### src/rtl/maximum_bipartite_matching_unit_defines.svh
// Assertion macros for the bipartite matching unit.
// No dependencies; included by the top level only.
`ifndef MAXIMUM_BIPARTITE_MATCHING_UNIT_DEFINES_SVH
`define MAXIMUM_BIPARTITE_MATCHING_UNIT_DEFINES_SVH
`ifndef SYNTHESIS
`define MBM_ASSERT(label, clk, rst_n, prop, msg) \
  label: assert property (@(posedge clk) disable iff (!rst_n) (prop)) else $error(msg);
`define MBM_ASSERT_NEXT(label, clk, rst_n, pre, post, msg) \
  label: assert property (@(posedge clk) disable iff (!rst_n) (pre) |=> (post)) else $error(msg);
`else
`define MBM_ASSERT(label, clk, rst_n, prop, msg)
`define MBM_ASSERT_NEXT(label, clk, rst_n, pre, post, msg)
`endif
`endif

### src/rtl/mbm_pkg.sv
// Shared types and constants for the bipartite matching unit.
// No dependencies.
package mbm_pkg;
  localparam int MaxLeft  = 16;
  localparam int MaxRight = 16;
  localparam int VW = 5;                 // vertex field width
  localparam int LW = $clog2(MaxLeft + 1);
  localparam int RW = $clog2(MaxRight + 1);
  localparam int SW = $clog2(MaxLeft + 2);
  localparam logic [VW-1:0] NoVertex = '0;
  localparam logic [LW:0] FarLayer = '1; // one bit wider than any real layer

  localparam logic CmdAddEdge = 1'b0;
  localparam logic CmdRun     = 1'b1;
  localparam logic [0:0] RegLeftCount  = 1'b0;
  localparam logic [0:0] RegRightCount = 1'b1;

  // clamp a written count into 1..max
  function automatic logic [VW-1:0] clamp_count(input logic [VW-1:0] x, input int unsigned mx);
    logic [VW-1:0] y;
    y = (x == '0) ? VW'(1) : x;
    if (32'(y) > mx) y = VW'(mx);
    return y;
  endfunction
endpackage

### src/rtl/maximum_bipartite_matching_unit.sv
// Hopcroft-Karp maximum bipartite matching unit; needs mbm_pkg and the defines header.
// Edge beat: taken only while idle, busy stays low, no result; one edge beat per cycle while idle.
// Run beat: each phase seeds every left vertex, then pops each queued vertex and scans
//   its right vertices, then picks free roots, tries right vertices, pushes, pops and flips
//   frames. After the last phase, L result beats on consecutive cycles.
// The receiver cannot stall. Reset (rst_ni low, async) clears graph and total; counts go to 16.
`include "maximum_bipartite_matching_unit_defines.svh"
module maximum_bipartite_matching_unit import mbm_pkg::*; (
  input  logic          clk_i,
  input  logic          rst_ni,
  input  logic          start,
  output logic          busy,
  input  logic          cmd_i,
  input  logic [VW-1:0] left_vertex_i,
  input  logic [VW-1:0] right_vertex_i,
  input  logic          cfg_we_i,
  input  logic          cfg_idx_i,
  input  logic [VW-1:0] cfg_data_i,
  output logic          result_valid_o,
  output logic [VW-1:0] vertex_index_o,
  output logic [VW-1:0] partner_o,
  output logic [VW-1:0] match_size_o,
  output logic          last_o
);
  localparam logic [3:0] StIdle   = 4'd0;
  localparam logic [3:0] StBInit  = 4'd2;
  localparam logic [3:0] StBPop   = 4'd3;
  localparam logic [3:0] StBScan  = 4'd4;
  localparam logic [3:0] StAPick  = 4'd5;
  localparam logic [3:0] StAScan  = 4'd6;
  localparam logic [3:0] StACommit = 4'd7;
  localparam logic [3:0] StEmit   = 4'd8;

  logic [3:0] state_q;
  logic [VW-1:0] left_count_q, right_count_q;
  logic [MaxRight-1:0] adj_q [MaxLeft+1];
  logic [VW-1:0] lp_q [MaxLeft+1];
  logic [VW-1:0] rp_q [MaxRight+1];
  logic [LW:0]   dist_q [MaxLeft+1];
  logic [VW-1:0] queue_q [MaxLeft+1];
  logic [VW-1:0] stk_u_q [MaxLeft+2];
  logic [VW-1:0] stk_v_q [MaxLeft+2];
  logic [VW-1:0] total_q;
  logic [VW-1:0] u_q, v_q, cnt_q;         // current left vertex, right scan, counter
  logic [VW-1:0] head_q, tail_q;
  logic [SW-1:0] top_q;

  // shared compare unit: edge present and layered partner test
  logic          edge_hit;
  logic [VW-1:0] w_cur;
  logic [LW:0]   du_plus;
  always_comb begin
    edge_hit = adj_q[u_q[LW-1:0]][v_q[$clog2(MaxRight)-1:0] - 1'b1];
    w_cur    = rp_q[v_q[RW-1:0]];
    du_plus  = dist_q[u_q[LW-1:0]] + 1'b1;
  end

  assign busy = (state_q != StIdle);
  wire accept = start && !busy;

  always_ff @(posedge clk_i or negedge rst_ni) begin
    if (!rst_ni) begin
      state_q <= StIdle;
      left_count_q  <= VW'(MaxLeft);
      right_count_q <= VW'(MaxRight);
      total_q <= '0;
      u_q <= '0;
      v_q <= '0;
      cnt_q <= '0;
      head_q <= '0;
      tail_q <= '0;
      top_q <= '0;
      result_valid_o <= 1'b0;
      vertex_index_o <= '0;
      partner_o <= '0;
      match_size_o <= '0;
      last_o <= 1'b0;
      for (int i = 0; i <= MaxLeft; i++) begin
        adj_q[i] <= '0;
        lp_q[i] <= '0;
        dist_q[i] <= '0;
        queue_q[i] <= '0;
      end
      for (int i = 0; i <= MaxLeft + 1; i++) begin
        stk_u_q[i] <= '0;
        stk_v_q[i] <= '0;
      end
      for (int i = 0; i <= MaxRight; i++) rp_q[i] <= '0;
    end else begin
      // one result beat per emit cycle
      result_valid_o <= (state_q == StEmit);
      last_o <= (state_q == StEmit) && (cnt_q == left_count_q);
      if (cfg_we_i) begin
        if (cfg_idx_i == RegLeftCount) left_count_q <= clamp_count(cfg_data_i, MaxLeft);
        else right_count_q <= clamp_count(cfg_data_i, MaxRight);
      end
      case (state_q)
        StIdle: begin
          if (accept) begin
            if (cmd_i == CmdAddEdge) begin
              // drop out-of-range edges, merge duplicates
              if (left_vertex_i >= VW'(1) && left_vertex_i <= left_count_q &&
                  right_vertex_i >= VW'(1) && right_vertex_i <= right_count_q)
                adj_q[left_vertex_i[LW-1:0]][right_vertex_i[$clog2(MaxRight)-1:0] - 1'b1]
                  <= 1'b1;
            end else begin
              for (int i = 0; i <= MaxLeft; i++) lp_q[i] <= '0;
              for (int i = 0; i <= MaxRight; i++) rp_q[i] <= '0;
              total_q <= '0;
              u_q <= VW'(1);
              tail_q <= '0;
              state_q <= StBInit;
            end
          end
        end
        StBInit: begin
          // seed layer 0 with free left vertices, one row per cycle
          if (u_q > left_count_q) begin
            dist_q[0] <= FarLayer;
            head_q <= '0;
            state_q <= StBPop;
          end else begin
            if (lp_q[u_q[LW-1:0]] == NoVertex) begin
              dist_q[u_q[LW-1:0]] <= '0;
              queue_q[tail_q[LW-1:0]] <= u_q;
              tail_q <= tail_q + 1'b1;
            end else dist_q[u_q[LW-1:0]] <= FarLayer;
            u_q <= u_q + 1'b1;
          end
        end
        StBPop: begin
          if (head_q < tail_q) begin
            u_q <= queue_q[head_q[LW-1:0]];
            head_q <= head_q + 1'b1;
            v_q <= VW'(1);
            state_q <= StBScan;
          end else if (dist_q[0] != FarLayer) begin
            u_q <= VW'(1);
            state_q <= StAPick;
          end else begin
            cnt_q <= VW'(1);
            state_q <= StEmit;
          end
        end
        StBScan: begin
          if (dist_q[u_q[LW-1:0]] >= dist_q[0] || v_q > right_count_q) state_q <= StBPop;
          else begin
            if (edge_hit && dist_q[w_cur[LW-1:0]] == FarLayer) begin
              dist_q[w_cur[LW-1:0]] <= du_plus;
              if (w_cur != NoVertex) begin
                queue_q[tail_q[LW-1:0]] <= w_cur;
                tail_q <= tail_q + 1'b1;
              end
            end
            v_q <= v_q + 1'b1;
          end
        end
        StAPick: begin
          // cnt_q takes the root left vertex of the next search
          if (u_q > left_count_q) begin
            u_q <= VW'(1);
            tail_q <= '0;
            state_q <= StBInit;
          end else if (lp_q[u_q[LW-1:0]] == NoVertex) begin
            cnt_q <= u_q;
            top_q <= '0;
            stk_u_q[0] <= u_q;
            v_q <= VW'(1);
            state_q <= StAScan;
          end else u_q <= u_q + 1'b1;
        end
        StAScan: begin
          // u_q tracks the vertex of the top frame
          if (v_q > right_count_q) begin
            // dead end: retire vertex, pop a frame or, at the root, go back to picking
            dist_q[stk_u_q[top_q][LW-1:0]] <= FarLayer;
            if (top_q == '0) begin
              u_q <= cnt_q + 1'b1;
              state_q <= StAPick;
            end else begin
              top_q <= top_q - 1'b1;
              u_q <= stk_u_q[top_q - 1'b1];
              v_q <= stk_v_q[top_q - 1'b1] + 1'b1;
            end
          end else if (edge_hit && dist_q[w_cur[LW-1:0]] == du_plus) begin
            stk_v_q[top_q] <= v_q;
            if (w_cur == NoVertex) state_q <= StACommit;
            else begin
              top_q <= top_q + 1'b1;
              stk_u_q[top_q + 1'b1] <= w_cur;
              u_q <= w_cur;
              v_q <= VW'(1);
            end
          end else v_q <= v_q + 1'b1;
        end
        StACommit: begin
          // flip one frame per cycle, top down
          lp_q[stk_u_q[top_q][LW-1:0]] <= stk_v_q[top_q];
          rp_q[stk_v_q[top_q][RW-1:0]] <= stk_u_q[top_q];
          if (top_q == '0) begin
            total_q <= total_q + 1'b1;
            u_q <= cnt_q + 1'b1;
            state_q <= StAPick;
          end else top_q <= top_q - 1'b1;
        end
        StEmit: begin
          vertex_index_o <= cnt_q;
          partner_o <= lp_q[cnt_q[LW-1:0]];
          match_size_o <= total_q;
          cnt_q <= cnt_q + 1'b1;
          if (cnt_q == left_count_q) state_q <= StIdle;
        end
        default: state_q <= StIdle;
      endcase
    end
  end

  `MBM_ASSERT(a_emit_only, clk_i, rst_ni, !result_valid_o || state_q == StEmit || last_o, "beat")
  `MBM_ASSERT(a_last_idle, clk_i, rst_ni, !(result_valid_o && last_o) || !busy, "busy on last")
  `MBM_ASSERT_NEXT(a_run_busy, clk_i, rst_ni, accept && cmd_i == CmdRun, busy, "run not started")
  `MBM_ASSERT(a_size_cap, clk_i, rst_ni, total_q <= VW'(MaxLeft), "size above max")
endmodule

### config.mk
export PLATFORM = sky130hd
export DESIGN_NAME = maximum_bipartite_matching_unit
export DESIGN_NICKNAME = d
export VERILOG_FILES = /design/src/rtl/mbm_pkg.sv /design/src/rtl/maximum_bipartite_matching_unit.sv
export VERILOG_INCLUDE_DIRS = /design/src /design/src/rtl
export SDC_FILE = /design/constraint.sdc
export NUM_CORES = 2
export LEC_CHECK = 0
export ABC_CLOCK_PERIOD_IN_PS = 9190
export BUFFER_PORTS_ARGS = -buffer_cell sky130_fd_sc_hd__buf_2
export CORE_MARGIN = 5
export CORE_UTILIZATION = 46
export CTS_BUF_LIST = sky130_fd_sc_hd__clkbuf_8
export DETAILED_ROUTE_END_ITERATION = 7
export PLACE_DENSITY_LB_ADDON = 0.2
export SLEW_MARGIN = 0
export SYNTH_ARGS = -nofsm -noshare
export SYNTH_HDL_FRONTEND = slang
export SYNTH_SLANG_ARGS = --single-unit
export TNS_END_PERCENT = 1
### constraint.sdc
create_clock -name clk_i -period 9.19 [get_ports clk_i]
set_input_delay 1.838 -clock clk_i [delete_from_list [all_inputs] [get_ports clk_i]]
set_output_delay 1.838 -clock clk_i [all_outputs]
set_load 0.01 [all_outputs]
Word level (Yosys, flattened, before mapping)
Index checks and enable logic that the tools add are counted. Widths: inputs -> output; s select.

Flip-flop bits (word level): 875. Bits in latches: 0. Memory bits (writable): 0. Bits in read-only memories: 0. Output and inout port bits: 18. Logic and storage cells: 440. Memories: 0.

$add $sub $neg: 12. Multipliers: 0. Divide/modulo/power cells: 0. Order comparisons: 32. Equality and inequality tests: 40. Shifts and indexed selects: 0. Mux-type cells: 146. Bitwise logic cells: 21. Reduce and logical (&&, ||, !) cells: 53.

Operator list (number): $mux 85 (7); $pmux 85 s2 (3); $mux 102 (4); $bwmux 85 (4); $mux 5 (63); $pmux 102 s3 (1); $or 272x272->272 (1); $mux 90 (3); $or 102x102->102 (2); $bmux 5 s5 (8); $bwmux 90 (2); $demux 5 s5 (5); $and 102x102->102 (1); $bwmux 102 (1); $not 102->102 (1); $mux 96 (1); $demux 6 s5 (3); $bmux 16 s5 (1); $demux 16 s5 (1); $ge 6x6->1 const B (12); $not 5->6 (12); $bmux 6 s5 (2); $mux 4 (13); $lt 6x1->1 const B (8); other kinds (52) (145).

Logic depth before layout (Yosys ltp)
Word-level depth: 13. Mapped depth: 24. Gate-level depth less buffers: 18.

Least setup slack after synthesis
Ideal clock, no wire load.

Path kind: reg-to-reg. From: register top_q[0]. To: register u_q[0]. Arrival: 5.988 ns. Setup slack: 3.074 ns. Stages on the path, launching flop included: 21. Buffers on the path: 11. Clock period less this slack: 6.116 ns. Cells stage by stage: dfrtp_1 -> clkbuf_1 -> buf_2 -> buf_2 -> buf_2 -> buf_2 -> buf_1 -> buf_2 -> clkbuf_1 -> inv_1 -> ha_1 -> clkbuf_1 -> clkbuf_1 -> clkbuf_1 -> mux4_2 -> mux2_2 -> o21ai_0 -> o22ai_1 -> a21oi_1 -> o21ai_0 -> mux2_1.

Word-level cells in the longest chain between the ends: 8.

Ends and longest elaborated chain: start: declaration (RTL line maximum_bipartite_matching_unit.sv:46) `logic [SW-1:0] top_q;`; start signal: assignment (RTL line maximum_bipartite_matching_unit.sv:181) `top_q <= top_q - 1'b1;`; start signal: assignment (RTL line maximum_bipartite_matching_unit.sv:189) `top_q <= top_q + 1'b1;`; start signal: assignment (RTL line maximum_bipartite_matching_unit.sv:204) `end else top_q <= top_q - 1'b1;`; $sub 5x1->5 (RTL line maximum_bipartite_matching_unit.sv:182) `u_q <= stk_u_q[top_q - 1'b1];`; $not 5->6 (not written as such) (RTL line maximum_bipartite_matching_unit.sv:182); $bmux 5 s5 (RTL line maximum_bipartite_matching_unit.sv:182); $mux 5 (not written as such) (2 in series) (RTL line maximum_bipartite_matching_unit.sv:182); $mux 5 (RTL line maximum_bipartite_matching_unit.sv:177) `if (top_q == '0) begin`; $mux 5 (RTL line maximum_bipartite_matching_unit.sv:174) `if (v_q > right_count_q) begin`; $pmux 5 s6 (RTL line maximum_bipartite_matching_unit.sv:97) `case (state_q)`; end signal: assignment (RTL line maximum_bipartite_matching_unit.sv:178) `u_q <= cnt_q + 1'b1;`; end signal: assignment (RTL line maximum_bipartite_matching_unit.sv:182); end signal: assignment (RTL line maximum_bipartite_matching_unit.sv:191) `u_q <= w_cur;`; end: declaration (RTL line maximum_bipartite_matching_unit.sv:44) `logic [VW-1:0] u_q, v_q, cnt_q;`.

Parallel ways exist; a longest one is shown, timed or not. The select of a mux whose other input is x is not followed. A chain may end at the register's enable or synchronous reset.

==> qor.yml <==
outcome:
  outcome: "completed"
final_layout:
  fin_nets: 4151
  nFillCells: 8894
  drive_gt1_frac: 0.2158
  multi_input_area_mm2: 0.02302
  mostFrequentLayoutCells: "dfrtp_1, nand2_1, mux2_2"
  fin_area_mm2: 0.05090
  areaGrowthSynthToFinish_pct: 9.737
  layout_commonest_cell: "dfrtp_1"
  seqCellArea_mm2: 0.02192
clocking:
  clock_latency_ps: 860
  clk_pin_slew_ps: 60
  cts_tree: "built"
  cts_resized: 0
  post_cts_buffers: 0
  htreeDepth: 4
  holdBufCountCts: 0
  cts-buffers-inserted: 152
  clock_path_buffers: 3
  cts_sinks: 875
  cts_root_buffer: "clkbuf_8"
setup_path:
  path_buf_inv: 2
  cp_cell_sequence: "nor3b_1, and2_1, nand2_1, o2111a_1, ha_1, nand2b_1, a21o_1, a21oi_1, nor2b_1, o21ai_0, nand2b_1, a211oi_1, nand3_1, nor4_1, nand2_1, a221oi_4, buf_4, and3_1, buf_4, a31oi_1"
  cp_top_family: "simple AND/OR/NAND/NOR gates"
  slowest_stage: "dfrtp_1"
  required_ps: 9900
  cp_data_arrival_time_ps: 7920
  critPathMaxStageDelay_ps: 930
  worst-path-stages: 20
  reg2reg_depth: 20
  setup.worst_path.class: "reg2reg"
  crit_path_start_kind: "register"
  cp_max_fo: 57
  cp-end-kind: "register"
detailed_routing:
  drt_wl_total_um: 151100
  vias: 36130
  drt_iter0_markers: 4029
  firstDrtPassIters: 7
  vias_per_cell: 6.576
  wl_per_cell_um: 27.49
  drc_errors: 0
  detail-route-antenna-nets: 0
sta:
  finalSetupTns_ps: 0
  setup_slack_ps: 1983
  relSlewSlack: 0.1357
  max_freq_mhz: 138.7
  min_period_ps: 7207
  finClkSkew_ps: 50.76
  finalCritPeriodShare: 0.7843
  setup_viol: 0
  finalMaxSlewViolations: 0
  worst_pin_slew_ps: 1287
  hold_viol: 0
  rsz0062_at_grt: "no"
power_and_ir_drop:
  pwr-share-seq: 0.323
  vdd_drop_max_uv: 252.9
  clockPowerShare: 0.241
  internal_power_uw: 8379
  p_comb_frac: 0.437
  p_total_uw: 15150
  switching_power_uw: 6776
  p_per_area_mw_per_mm2: 297.7
  swShare: 0.4471
  leakage_uw: 0.02431
grt:
  grt_pass1_wl_um: 231800
  grt_max_degree: 172
  grt_pass1_vias: 35830
  grt-ovfl-total: 0
  antenna_found_initial: 3
  grtUsageTotal: 0.2802
placed_design:
  hpwl_um: 101000
  post-place-ws_ps: 2244
  gp_congestion: 0.9836
  place_area_mm2: 0.04780
  io_buffers: 38
synth:
  synthArstFlopShare: 1.000
  synth_edf_count: 0
  synth_cell_type_count: 87
  avgSynthCellArea_um2: 11.28
  synth.area.top_cells: "dfrtp_1, mux4_2, mux2_2, a22o_1, nand2_1"
  yosysWarnings: 0
  netlist.top_cell.by_area: "dfrtp_1"
  ys_ff_latch: 875
  syn_inst: 4112
  ys.flop_type: "dfrtp_1"
  syn_area_mm2: 0.04639
  synth_top_area_share: 0.4709
  synth_seq_area_share: 0.4721
  syn-num-nets: 4184
floorplanning:
  start_util: 0.4632
  die_w_um: 327.6
  fp-row-count: 116
  dieArea_mm2: 0.1073
  core_area_mm2: 0.1001
  ios: 39
  dieHeight_um: 327.6
hold_path:
  hold_depth: 0
  hold_path_class: "reg2reg"
flow_run:
  cap_violations: 0
cells in the mapped netlist (31+ instances only):
library cell	instances
inv_1	62
and3_1	31
nor3_1	45
a31oi_1	114
ha_1	51
a21oi_1	212
a22o_1	188
a21o_1	156
nor2_1	197
o21bai_1	118
o21ai_0	200
mux2i_1	96
clkbuf_1	229
mux2_2	262
dfrtp_1	873
o21a_1	33
buf_1	41
o22ai_1	45
nand2_1	355
buf_2	37
mux4_2	225
nand3_1	88
power by group through the flow:
stage	clock [uW]	combinational [uW]	sequential, uW
after floorplan	0	4510	4520
after global placement	0	6410	4920
after detailed placement	0	6450	4930
after CTS	3720	6460	4860
after global routing	3890	6980	4930
final	3650	6620	4890
worst register-to-register path, stage by stage (launching register included):
cell and delay, ps:
dfrtp_1 930, nor3b_1 700, and2_1 890, nand2_1 140, o2111a_1 300, ha_1 330, nand2b_1 140, a21o_1 170
a21oi_1 140, nor2b_1 60, o21ai_0 170, nand2b_1 90, a211oi_1 610, nand3_1 140, nor4_1 310, nand2_1 190
a221oi_4 330, buf_4 510, and3_1 390, buf_4 370, a31oi_1 160
metrics by stage:
step / util / cells / hold WS [ps]
3_3_place_gp: 0.4773 / 5223 / 360.7
3_5_place_dp: 0.4773 / 5223 / 363.2
4_1_cts: 0.5082 / 5492 / 376.5
5_1_grt: 0.5082 / 5493 / 385.0
2_1_floorplan: - / 4112 / 422.6
6_report: 0.5083 / 5495 / 372.3
layer usage:
| metal | global-route usage | vias up | wire, um |
|---|---|---|---|
| met2 | 0.4108 | 1793 | 65920 |
| met5 | 0 | - | 0 |
| met3 | 0.06057 | 339 | 13220 |
| li1 | - | 15470 | - |
| met4 | 0.1065 | 0 | 6087 |
| met1 | 0.4108 | 18530 | 65840 |
layout make-up:
cell class                      instances  area share
Antenna cell                            3   0.0001475
Clock buffer                          188     0.05083
Clock inverter                         81    0.009955
Inverter                               69    0.005088
Multi-Input combinational cell       2849      0.4523
Sequential cell                       875      0.4305
Tap cell                             1298     0.03190
Timing Repair Buffer                  132     0.01927
path summary, 6_finish.rpt:
kind	start	end	slack [ps]
setup / recovery	u_q[4]	register	1980
hold / removal	adj_q[262]	adj_q[262]	370
setup reg to reg	u_q[4]	register	1980
hold reg to reg	adj_q[262]	adj_q[262]	370
max in group asynchronous	rst_ni	async pin	6410
min in group asynchronous	rst_ni	match_size_o[0]	960
kinds of logic after synthesis:
logic type,count (synthesis),share of synthesized area
AO/OA/AOI/OAI,1245,0.1834
AND/OR/NAND/NOR,940,0.09770
flip-flops,875,0.4721
multiplexers,584,0.1938
buffers and inverters,388,0.03377
adder cells (fa/ha/maj),51,0.01376
XOR/XNOR,29,0.005475
(Power assumes the default switching activity.)
